[src/sv/gzhp_pkg.sv]
// ----------------------------------------------------------------------------
// gzhp_pkg
// shared types and constants for the gzip member header parser
// ----------------------------------------------------------------------------
`default_nettype none

package gzhp_pkg;

  localparam logic [7:0] MAGIC_ID1   = 8'h1f;
  localparam logic [7:0] MAGIC_ID2   = 8'h8b;
  localparam logic [7:0] CM_DEFLATE  = 8'h08;

  localparam logic [7:0] FLG_HCRC    = 8'h02;
  localparam logic [7:0] FLG_EXTRA   = 8'h04;
  localparam logic [7:0] FLG_NAME    = 8'h08;
  localparam logic [7:0] FLG_COMMENT = 8'h10;
  localparam logic [7:0] FLG_RESV    = 8'he0;

  localparam logic [15:0] FIXED_LEN  = 16'd6;
  localparam logic [15:0] HCRC_LEN   = 16'd2;

  localparam logic [1:0] ST_HEADER   = 2'd0;
  localparam logic [1:0] ST_DEFLATE  = 2'd1;
  localparam logic [1:0] ST_PLAIN    = 2'd2;
  localparam logic [1:0] ST_BAD      = 2'd3;

  // result queue depth and the free room one beat may need
  localparam int unsigned QDEPTH     = 4;
  localparam int unsigned QPTR_W     = $clog2(QDEPTH);
  localparam int unsigned QCNT_W     = $clog2(QDEPTH + 1);
  localparam int unsigned MAX_RES    = 2;

  typedef struct packed {
    logic [7:0] out_byte;
    logic       out_valid;
    logic [1:0] stream_status;
    logic       last_of_run;
  } result_t;

  typedef struct packed {
    logic [1:0] n;
    result_t    r0;
    result_t    r1;
  } push_t;

endpackage

`default_nettype wire

[src/sv/gzhp_parser.sv]
// ----------------------------------------------------------------------------
// gzhp_parser
// header state machine: one registered byte in, up to two results out
// ----------------------------------------------------------------------------
`default_nettype none

module gzhp_parser (
  input  wire logic          clk,
  input  wire logic          rst,
  input  wire logic          fire,
  input  wire logic [7:0]    data_byte,
  input  wire logic          new_stream,
  output gzhp_pkg::push_t    push
);
  import gzhp_pkg::*;

  typedef enum logic [13:0] {
    PH_MAGIC1  = 14'b00000000000001,
    PH_MAGIC2  = 14'b00000000000010,
    PH_METHOD  = 14'b00000000000100,
    PH_FLAGS   = 14'b00000000001000,
    PH_FIXED   = 14'b00000000010000,
    PH_XLEN_LO = 14'b00000000100000,
    PH_XLEN_HI = 14'b00000001000000,
    PH_EXTRA   = 14'b00000010000000,
    PH_NAME    = 14'b00000100000000,
    PH_COMMENT = 14'b00001000000000,
    PH_HCRC    = 14'b00010000000000,
    PH_PAYLOAD = 14'b00100000000000,
    PH_PLAIN   = 14'b01000000000000,
    PH_ERROR   = 14'b10000000000000
  } phase_t;

  localparam logic [1:0] FROM_EXTRA   = 2'd0;
  localparam logic [1:0] FROM_NAME    = 2'd1;
  localparam logic [1:0] FROM_COMMENT = 2'd2;
  localparam logic [1:0] FROM_HCRC    = 2'd3;

  function automatic phase_t next_part(input logic [1:0] from, input logic [7:0] flg);
    phase_t ph;
    ph = PH_PAYLOAD;
    if (from == FROM_EXTRA && (flg & FLG_EXTRA) != 8'h00) begin
      ph = PH_XLEN_LO;
    end else if (from <= FROM_NAME && (flg & FLG_NAME) != 8'h00) begin
      ph = PH_NAME;
    end else if (from <= FROM_COMMENT && (flg & FLG_COMMENT) != 8'h00) begin
      ph = PH_COMMENT;
    end else if ((flg & FLG_HCRC) != 8'h00) begin
      ph = PH_HCRC;
    end
    return ph;
  endfunction

  function automatic result_t mk_res(input logic [7:0] b, input logic v,
                                     input logic [1:0] st, input logic last);
    result_t r;
    r.out_byte      = b;
    r.out_valid     = v;
    r.stream_status = st;
    r.last_of_run   = last;
    return r;
  endfunction

  phase_t      phase, phase_next, ph_eff, ph_part;
  logic [7:0]  held_byte, held_byte_next, hb_eff;
  logic [7:0]  header_flags, header_flags_next, flg_eff;
  logic [15:0] skip_count, skip_count_next, skip_eff, skip_dec, xlen;
  logic [7:0]  extra_length_low, extra_length_low_next, xlo_eff;
  logic [1:0]  part_from;
  logic        part_go;
  push_t       step;

  // restart takes the reset view of the state for this beat
  always_comb begin
    ph_eff   = new_stream ? PH_MAGIC1 : phase;
    hb_eff   = new_stream ? 8'h00 : held_byte;
    flg_eff  = new_stream ? 8'h00 : header_flags;
    skip_eff = new_stream ? 16'h0000 : skip_count;
    xlo_eff  = new_stream ? 8'h00 : extra_length_low;
  end

  assign skip_dec = (skip_eff == 16'h0000) ? 16'h0000 : skip_eff - 16'd1;
  assign xlen     = {data_byte, xlo_eff};

  always_comb begin
    phase_next            = ph_eff;
    held_byte_next        = hb_eff;
    header_flags_next     = flg_eff;
    skip_count_next       = skip_eff;
    extra_length_low_next = xlo_eff;
    part_from             = FROM_HCRC;
    part_go               = 1'b0;
    step.n                = 2'd1;
    step.r0               = mk_res(8'h00, 1'b0, ST_HEADER, 1'b1);
    step.r1               = mk_res(8'h00, 1'b0, ST_HEADER, 1'b1);
    case (ph_eff)
      PH_MAGIC1: begin
        held_byte_next = data_byte;
        phase_next     = PH_MAGIC2;
      end
      PH_MAGIC2: begin
        if (hb_eff != MAGIC_ID1 || data_byte != MAGIC_ID2) begin
          phase_next = PH_PLAIN;
          step.n     = 2'd2;
          step.r0    = mk_res(hb_eff, 1'b1, ST_PLAIN, 1'b0);
          step.r1    = mk_res(data_byte, 1'b1, ST_PLAIN, 1'b1);
        end else begin
          phase_next = PH_METHOD;
        end
      end
      PH_METHOD: begin
        held_byte_next = data_byte;
        phase_next     = PH_FLAGS;
      end
      PH_FLAGS: begin
        if (hb_eff != CM_DEFLATE || (data_byte & FLG_RESV) != 8'h00) begin
          phase_next = PH_ERROR;
          step.r0    = mk_res(8'h00, 1'b0, ST_BAD, 1'b1);
        end else begin
          header_flags_next = data_byte;
          skip_count_next   = FIXED_LEN;
          phase_next        = PH_FIXED;
        end
      end
      PH_FIXED, PH_EXTRA, PH_HCRC: begin
        skip_count_next = skip_dec;
        if (skip_dec == 16'h0000) begin
          part_go = 1'b1;
          case (ph_eff)
            PH_FIXED: part_from = FROM_EXTRA;
            PH_EXTRA: part_from = FROM_NAME;
            default:  part_from = FROM_HCRC;
          endcase
          if (ph_eff == PH_HCRC) begin
            part_go    = 1'b0;
            phase_next = PH_PAYLOAD;
          end
        end
      end
      PH_XLEN_LO: begin
        extra_length_low_next = data_byte;
        phase_next            = PH_XLEN_HI;
      end
      PH_XLEN_HI: begin
        skip_count_next = xlen;
        if (xlen == 16'h0000) begin
          part_go   = 1'b1;
          part_from = FROM_NAME;
        end else begin
          phase_next = PH_EXTRA;
        end
      end
      PH_NAME, PH_COMMENT: begin
        if (data_byte == 8'h00) begin
          part_go   = 1'b1;
          part_from = (ph_eff == PH_NAME) ? FROM_COMMENT : FROM_HCRC;
        end
      end
      PH_PAYLOAD: begin
        step.r0 = mk_res(data_byte, 1'b1, ST_DEFLATE, 1'b1);
      end
      PH_PLAIN: begin
        step.r0 = mk_res(data_byte, 1'b1, ST_PLAIN, 1'b1);
      end
      default: begin
        phase_next = PH_ERROR;
        step.r0    = mk_res(8'h00, 1'b0, ST_BAD, 1'b1);
      end
    endcase
    ph_part = next_part(part_from, flg_eff);
    if (part_go) begin
      phase_next = ph_part;
      if (ph_part == PH_HCRC) begin
        skip_count_next = HCRC_LEN;
      end
    end
  end

  always_comb begin
    push   = step;
    push.n = fire ? step.n : 2'd0;
  end

  always_ff @(posedge clk) begin
    if (rst) begin
      phase            <= PH_MAGIC1;
      held_byte        <= 8'h00;
      header_flags     <= 8'h00;
      skip_count       <= 16'h0000;
      extra_length_low <= 8'h00;
    end else if (fire) begin
      phase            <= phase_next;
      held_byte        <= held_byte_next;
      header_flags     <= header_flags_next;
      skip_count       <= skip_count_next;
      extra_length_low <= extra_length_low_next;
    end
  end

`ifndef NO_ASSERTIONS
  a_pair_order: assert property (@(posedge clk) disable iff (rst)
    push.n == 2'd2 |-> !push.r0.last_of_run && push.r1.last_of_run)
    else $error("two-result beat with wrong run marking");

  a_fire_yields: assert property (@(posedge clk) disable iff (rst)
    fire |-> push.n != 2'd0)
    else $error("accepted byte produced no result");
`endif

endmodule

`default_nettype wire

[src/sv/gzhp_res_fifo.sv]
// ----------------------------------------------------------------------------
// gzhp_res_fifo
// small result queue taking up to two results per cycle, one out per beat
// ----------------------------------------------------------------------------
`default_nettype none

module gzhp_res_fifo (
  input  wire logic         clk,
  input  wire logic         rst,
  input  gzhp_pkg::push_t   push,
  output logic              room,
  output logic              result_valid,
  input  wire logic         result_ready,
  output gzhp_pkg::result_t head
);
  import gzhp_pkg::*;

  result_t           mem [QDEPTH];
  logic [QPTR_W-1:0] wr_ptr, rd_ptr;
  logic [QCNT_W-1:0] count, count_next;
  logic              pop;

  assign result_valid = (count != '0);
  assign pop          = result_valid && result_ready;
  assign room         = (count <= QCNT_W'(QDEPTH - MAX_RES));
  assign head         = mem[rd_ptr];
  assign count_next   = count + QCNT_W'(push.n) - QCNT_W'(pop);

  always_ff @(posedge clk) begin
    if (push.n != 2'd0) begin
      mem[wr_ptr] <= push.r0;
    end
    if (push.n == 2'd2) begin
      mem[wr_ptr + QPTR_W'(1)] <= push.r1;
    end
  end

  always_ff @(posedge clk) begin
    if (rst) begin
      wr_ptr <= '0;
      rd_ptr <= '0;
      count  <= '0;
    end else begin
      wr_ptr <= wr_ptr + QPTR_W'(push.n);
      rd_ptr <= rd_ptr + QPTR_W'(pop);
      count  <= count_next;
    end
  end

`ifndef NO_ASSERTIONS
  a_no_overflow: assert property (@(posedge clk) disable iff (rst)
    push.n != 2'd0 |-> count + QCNT_W'(push.n) <= QCNT_W'(QDEPTH))
    else $error("result queue overflow");

  a_count_track: assert property (@(posedge clk) disable iff (rst)
    !$past(rst) |-> count == $past(count) + QCNT_W'($past(push.n)) - QCNT_W'($past(pop)))
    else $error("result queue count out of step");
`endif

endmodule

`default_nettype wire

[src/sv/gzip_header_parser.sv]
// ----------------------------------------------------------------------------
// gzip_header_parser
// strips a gzip member header from a byte stream
// ----------------------------------------------------------------------------
// input channel: byte_valid/byte_ready carry data_byte and new_stream, one
// byte per beat; new_stream restarts parsing with that byte as first magic.
// result channel: result_valid/result_ready carry out_byte, out_valid,
// stream_status and last_of_run. every byte gives one result, except the
// byte that shows the stream is not gzip, which gives two (the held first
// byte, then itself); last_of_run marks the final result of each byte.
// a taken byte waits in the input register until the queue has room; its
// results then go to the result queue. throughput: one byte per cycle while the
// queue has room; the four-entry queue absorbs the two-result byte's extra.
// input is registered, and the parser fires whenever the queue has room for
// two results, so byte_ready does not depend on result_ready.
// reset: parser returns to expecting the first magic byte, queue empties.
// on a result stall the queue fills and byte_ready drops after a few bytes.
// ----------------------------------------------------------------------------
`default_nettype none

module gzip_header_parser (
  input  wire logic       clk,
  input  wire logic       rst,
  input  wire logic       byte_valid,
  output logic            byte_ready,
  input  wire logic [7:0] data_byte,
  input  wire logic       new_stream,
  output logic            result_valid,
  input  wire logic       result_ready,
  output logic [7:0]      out_byte,
  output logic            out_valid,
  output logic [1:0]      stream_status,
  output logic            last_of_run
);
  import gzhp_pkg::*;

  logic       inr_valid;
  logic [7:0] inr_byte;
  logic       inr_new;
  logic       room;
  logic       fire;
  push_t      push;
  result_t    head;

  assign fire       = inr_valid && room;
  assign byte_ready = !inr_valid || fire;

  always_ff @(posedge clk) begin
    if (rst) begin
      inr_valid <= 1'b0;
    end else if (byte_ready) begin
      inr_valid <= byte_valid;
    end
  end

  always_ff @(posedge clk) begin
    if (byte_valid && byte_ready) begin
      inr_byte <= data_byte;
      inr_new  <= new_stream;
    end
  end

  gzhp_parser u_parser (
    .clk        (clk),
    .rst        (rst),
    .fire       (fire),
    .data_byte  (inr_byte),
    .new_stream (inr_new),
    .push       (push)
  );

  gzhp_res_fifo u_fifo (
    .clk          (clk),
    .rst          (rst),
    .push         (push),
    .room         (room),
    .result_valid (result_valid),
    .result_ready (result_ready),
    .head         (head)
  );

  assign out_byte      = head.out_byte;
  assign out_valid     = head.out_valid;
  assign stream_status = head.stream_status;
  assign last_of_run   = head.last_of_run;

endmodule

`default_nettype wire

[config.mk]
export PLATFORM = sky130hd
export DESIGN_NAME = gzip_header_parser
export DESIGN_NICKNAME = d
export VERILOG_FILES = /design/src/sv/gzhp_pkg.sv /design/src/sv/gzhp_parser.sv /design/src/sv/gzhp_res_fifo.sv /design/src/sv/gzip_header_parser.sv
export SDC_FILE = /design/constraint.sdc
export NUM_CORES = 1
export LEC_CHECK = 0
export ABC_AREA = 1
export BUFFER_PORTS_ARGS = -buffer_cell sky130_fd_sc_hd__buf_2
export CAP_MARGIN = 5
export CORE_ASPECT_RATIO = 1.4
export CORE_MARGIN = 4
export CORE_UTILIZATION = 62
export DETAILED_ROUTE_END_ITERATION = 16
export PLACE_DENSITY = 0.8
export SLEW_MARGIN = 20
export SYNTH_ARGS = -nofsm -noshare
export SYNTH_HDL_FRONTEND = slang
export SYNTH_SLANG_ARGS = --single-unit
[constraint.sdc]
create_clock -name clk -period 4.3 [get_ports clk]
set_clock_uncertainty 0.2 [all_clocks]
set_input_delay 0.645 -clock clk [delete_from_list [all_inputs] [get_ports clk]]
set_output_delay 0.645 -clock clk [all_outputs]
set_load 0.02 [all_outputs]
==> flow_summary.yaml <==
outcome:
  status: "completed"
cts:
  cts_buffers: 17
  post_cts_buffers: 0
  clkSinkCount: 115
  clk_latency_ns: 0.42
  cts.path.max_buffers: 2
  post_cts_resized: 0
  cts_root_buf: "clkbuf_16"
  cts_tree: "done"
  clk_pin_slew_ns: 0.05
  holdBufCountCts: 0
  htree_levels: 4
worst_setup_path:
  worstSetupPathType: "reg2reg"
  reg2reg_depth: 19
  cpMostUsedCell: "nand2_1"
  critPathCaptureType: "flop"
  cp.arrival_ns: 3.94
  path_delay_family: "simple AND/OR/NAND/NOR gates"
  path_cells: "inv_2 > buf_4 > nand2_2 > ha_1 > nand2_1 > nor2_2 > nand2_1 > nand2_1 > nand3_1 > nand2_1 > nor2_1 > nand4_1 > nand2_1 > nand2_2 > nor2_2 > nor2_2 > nand2_4 > nand2_1 > a21oi_1"
  path_buf_inv: 2
  cpPeakStageDelay_ns: 0.42
  worstSetupStartpointType: "flop"
  cp_max_fo: 32
  ff2ff_setup_slack_ns: 0.51
  critPathSlowestCell: "buf_4"
  required_ns: 4.45
  reg2reg_from: "inr_new"
  crit_start: "inr_new"
  r2r-end: "u_parser.skip_count[0]"
global_route:
  grtUsageTotal: 0.305
  grt_first_pass_wirelength_mm: 30.7
  grt-ovfl-total: 0
  grt_max_degree: 60
  grt_pass1_vias: 6450
  antenna_found_initial: 0
worst_hold_path:
  min_delay_path_depth: 1
  worstHoldStart: "data_byte[4]"
  hold_class: "in2reg"
  hold_end: "inr_byte[4]"
logic_synthesis:
  synthAdderAreaFrac: 0.0158
  syn_nets: 955
  synth-edff-count: 49
  yosys.area.top_type_share: 0.216
  yosys.area_share.xor_xnor: 0.00643
  netlist_area_mm2: 0.00681
  yosysSeqAreaShare: 0.410
  synth_area_leaders: "edfxtp_1 22%, dfxtp_1 19%, nand2_1 8.5%"
  synth_flop_cell: "dfxtp_1"
  synthMuxAreaShare: 0
  synth-compound-area-share: 0.212
  yosysWarnings: 0
  synth_top_cell_by_area: "edfxtp_1"
  avgSynthCellArea_um2: 7.29
  synthSimpleGateAreaFrac: 0.251
  synth_top_family_by_area: "simple AND/OR/NAND/NOR gates"
  synth.distinct_cells: 44
  syn-instance-count: 934
  synth-async-reset-ratio: 0
  ys_ff_latch: 115
routing:
  drc: 0
  totalWireLength_mm: 18.7
  routed-via-count: 6675
  wl_per_cell_um: 16.9
  viasPerCell: 6.03
  ant_nets: 0
  dr.first_iter.drc_count: 509
  first_pass_iters: 5
layout:
  drive_above_1_share: 0.135
  area_delta_synth_final_pct: 12.2
  layout_commonest_cell: "nand2_1"
  fin_nets: 974
  diodes: 0
  final_cell_mix: "154 x nand2_1, 116 x inv_1, 116 x nor2_1"
  post-route-util: 0.707
floorplan:
  die-width_um: 96.6
  core_mm2: 0.0108
  die-height_um: 132
  dieArea_mm2: 0.0128
  initial_core_util: 0.630
  rows: 45
  pin_count: 27
timing:
  worstMarginPinSlew_ns: 0.815
  rsz0062_at_grt: "false"
  hold_viol: 0
  drv_slew: 0
  fin_setup_tns_ns: 0
  setup_viol: 0
  timing.hold.ws_ns: 0.197
  max_clock_freq_ghz: 0.264
  slew_headroom: 0.457
  fin_crit_ns: 3.79
  worst_slack_ns: 0.514
  fin_crit_sh: 0.881
run:
  maxCapViolCount: 0
pwr:
  leakage_nw: 3.24
  finalPower_w: 0.00375
  ir_drop_v: 0.000307
  power.density_mw_per_mm2: 491
place:
  place_hpwl_mm: 13.1
  gp_congestion: 0.972
  dp_slack_ns: 0.605
  port_buffers: 26
cell families (layout without fill, tap and decap cells):
family          after synthesis  after routing
simple gates                388            388
compound gates              241            241
buf+inv                     177            209
flops                       115            115
fa+ha+maj                     8              8
xor+xnor                      5              5
sequential cells by signal (all words and copies together), names as in the netlist, 2 cells and up:
name and count:
inr_byte 8, u_fifo.count 3, u_fifo.mem 48, u_fifo.rd_ptr 2
u_fifo.wr_ptr 2, u_parser.extra_length_low 8, u_parser.header_flags 4, u_parser.held_byte 8
u_parser.phase 14, u_parser.skip_count 16
worst reg2reg max path, stage by stage, from the launching register on:
cell and delay [ns]:
edfxtp_1 0.40, inv_2 0.39, buf_4 0.42, nand2_2 0.17, ha_1 0.28, nand2_1 0.15
nor2_2 0.09, nand2_1 0.06, nand2_1 0.05, nand3_1 0.09, nand2_1 0.07, nor2_1 0.23
nand4_1 0.18, nand2_1 0.11, nand2_2 0.07, nor2_2 0.19, nor2_2 0.10, nand2_4 0.22
nand2_1 0.10, a21oi_1 0.12
how the worst max path moves through the flow:
stage	endpoint	slack, ns	cells after the start
2_1_floorplan	u_fifo.count[2]	0.88	23
3_3_place_gp	u_parser.skip_count[2]	0.63	19
3_5_place_dp	u_parser.skip_count[5]	0.61	19
4_1_cts	u_parser.skip_count[5]	0.57	19
5_1_grt	u_parser.skip_count[5]	0.19	19
6_report	u_parser.skip_count[0]	0.51	19
layer usage:
| layer | global-route usage | part of all wire | up-vias |
|---|---|---|---|
| met1 | 0.350 | 0.38 | 3074 |
| met4 | 0.151 | 0.036 | 0 |
| met5 | 0 | 0 | - |
| met3 | 0.0594 | 0.062 | 67 |
| li1 | - | - | 3231 |
| met2 | 0.528 | 0.52 | 303 |
metrics by stage:
| step | instances | area, um^2 |
|---|---|---|
| detailed placement | 1075 | 7020 |
| finish | 1107 | 7640 |
| global placement | 1075 | 7020 |
| CTS | 1107 | 7640 |
| floorplan | 934 | 6810 |
| global route | 1107 | 7640 |
area by class of cell:
type / instances / area, um^2
Tap cell: 141 / 176
Clock buffer: 19 / 443
Clock inverter: 13 / 184
Sequential cell: 115 / 2790
Timing Repair Buffer: 37 / 213
Multi-Input combinational cell: 642 / 3310
Fill cell: 900 / 3170
Inverter: 140 / 526
cell usage after synthesis (14+ instances only):
master,instances
edfxtp_1,49
nand4_1,14
o21ai_0,62
nor3_1,18
nand2_2,17
o22ai_1,60
clkbuf_1,24
nor2_1,117
nand3_1,43
inv_1,116
a21oi_1,55
o211ai_1,21
nand2_1,154
dfxtp_1,66
power by group:
group          internal, W  total [W]  switching, W
clock             0.000983    0.00151      0.000524
sequential         0.00126    0.00136      0.000101
combinational     0.000280   0.000885      0.000604
Note: power is estimated with default switching activity, not from simulation.
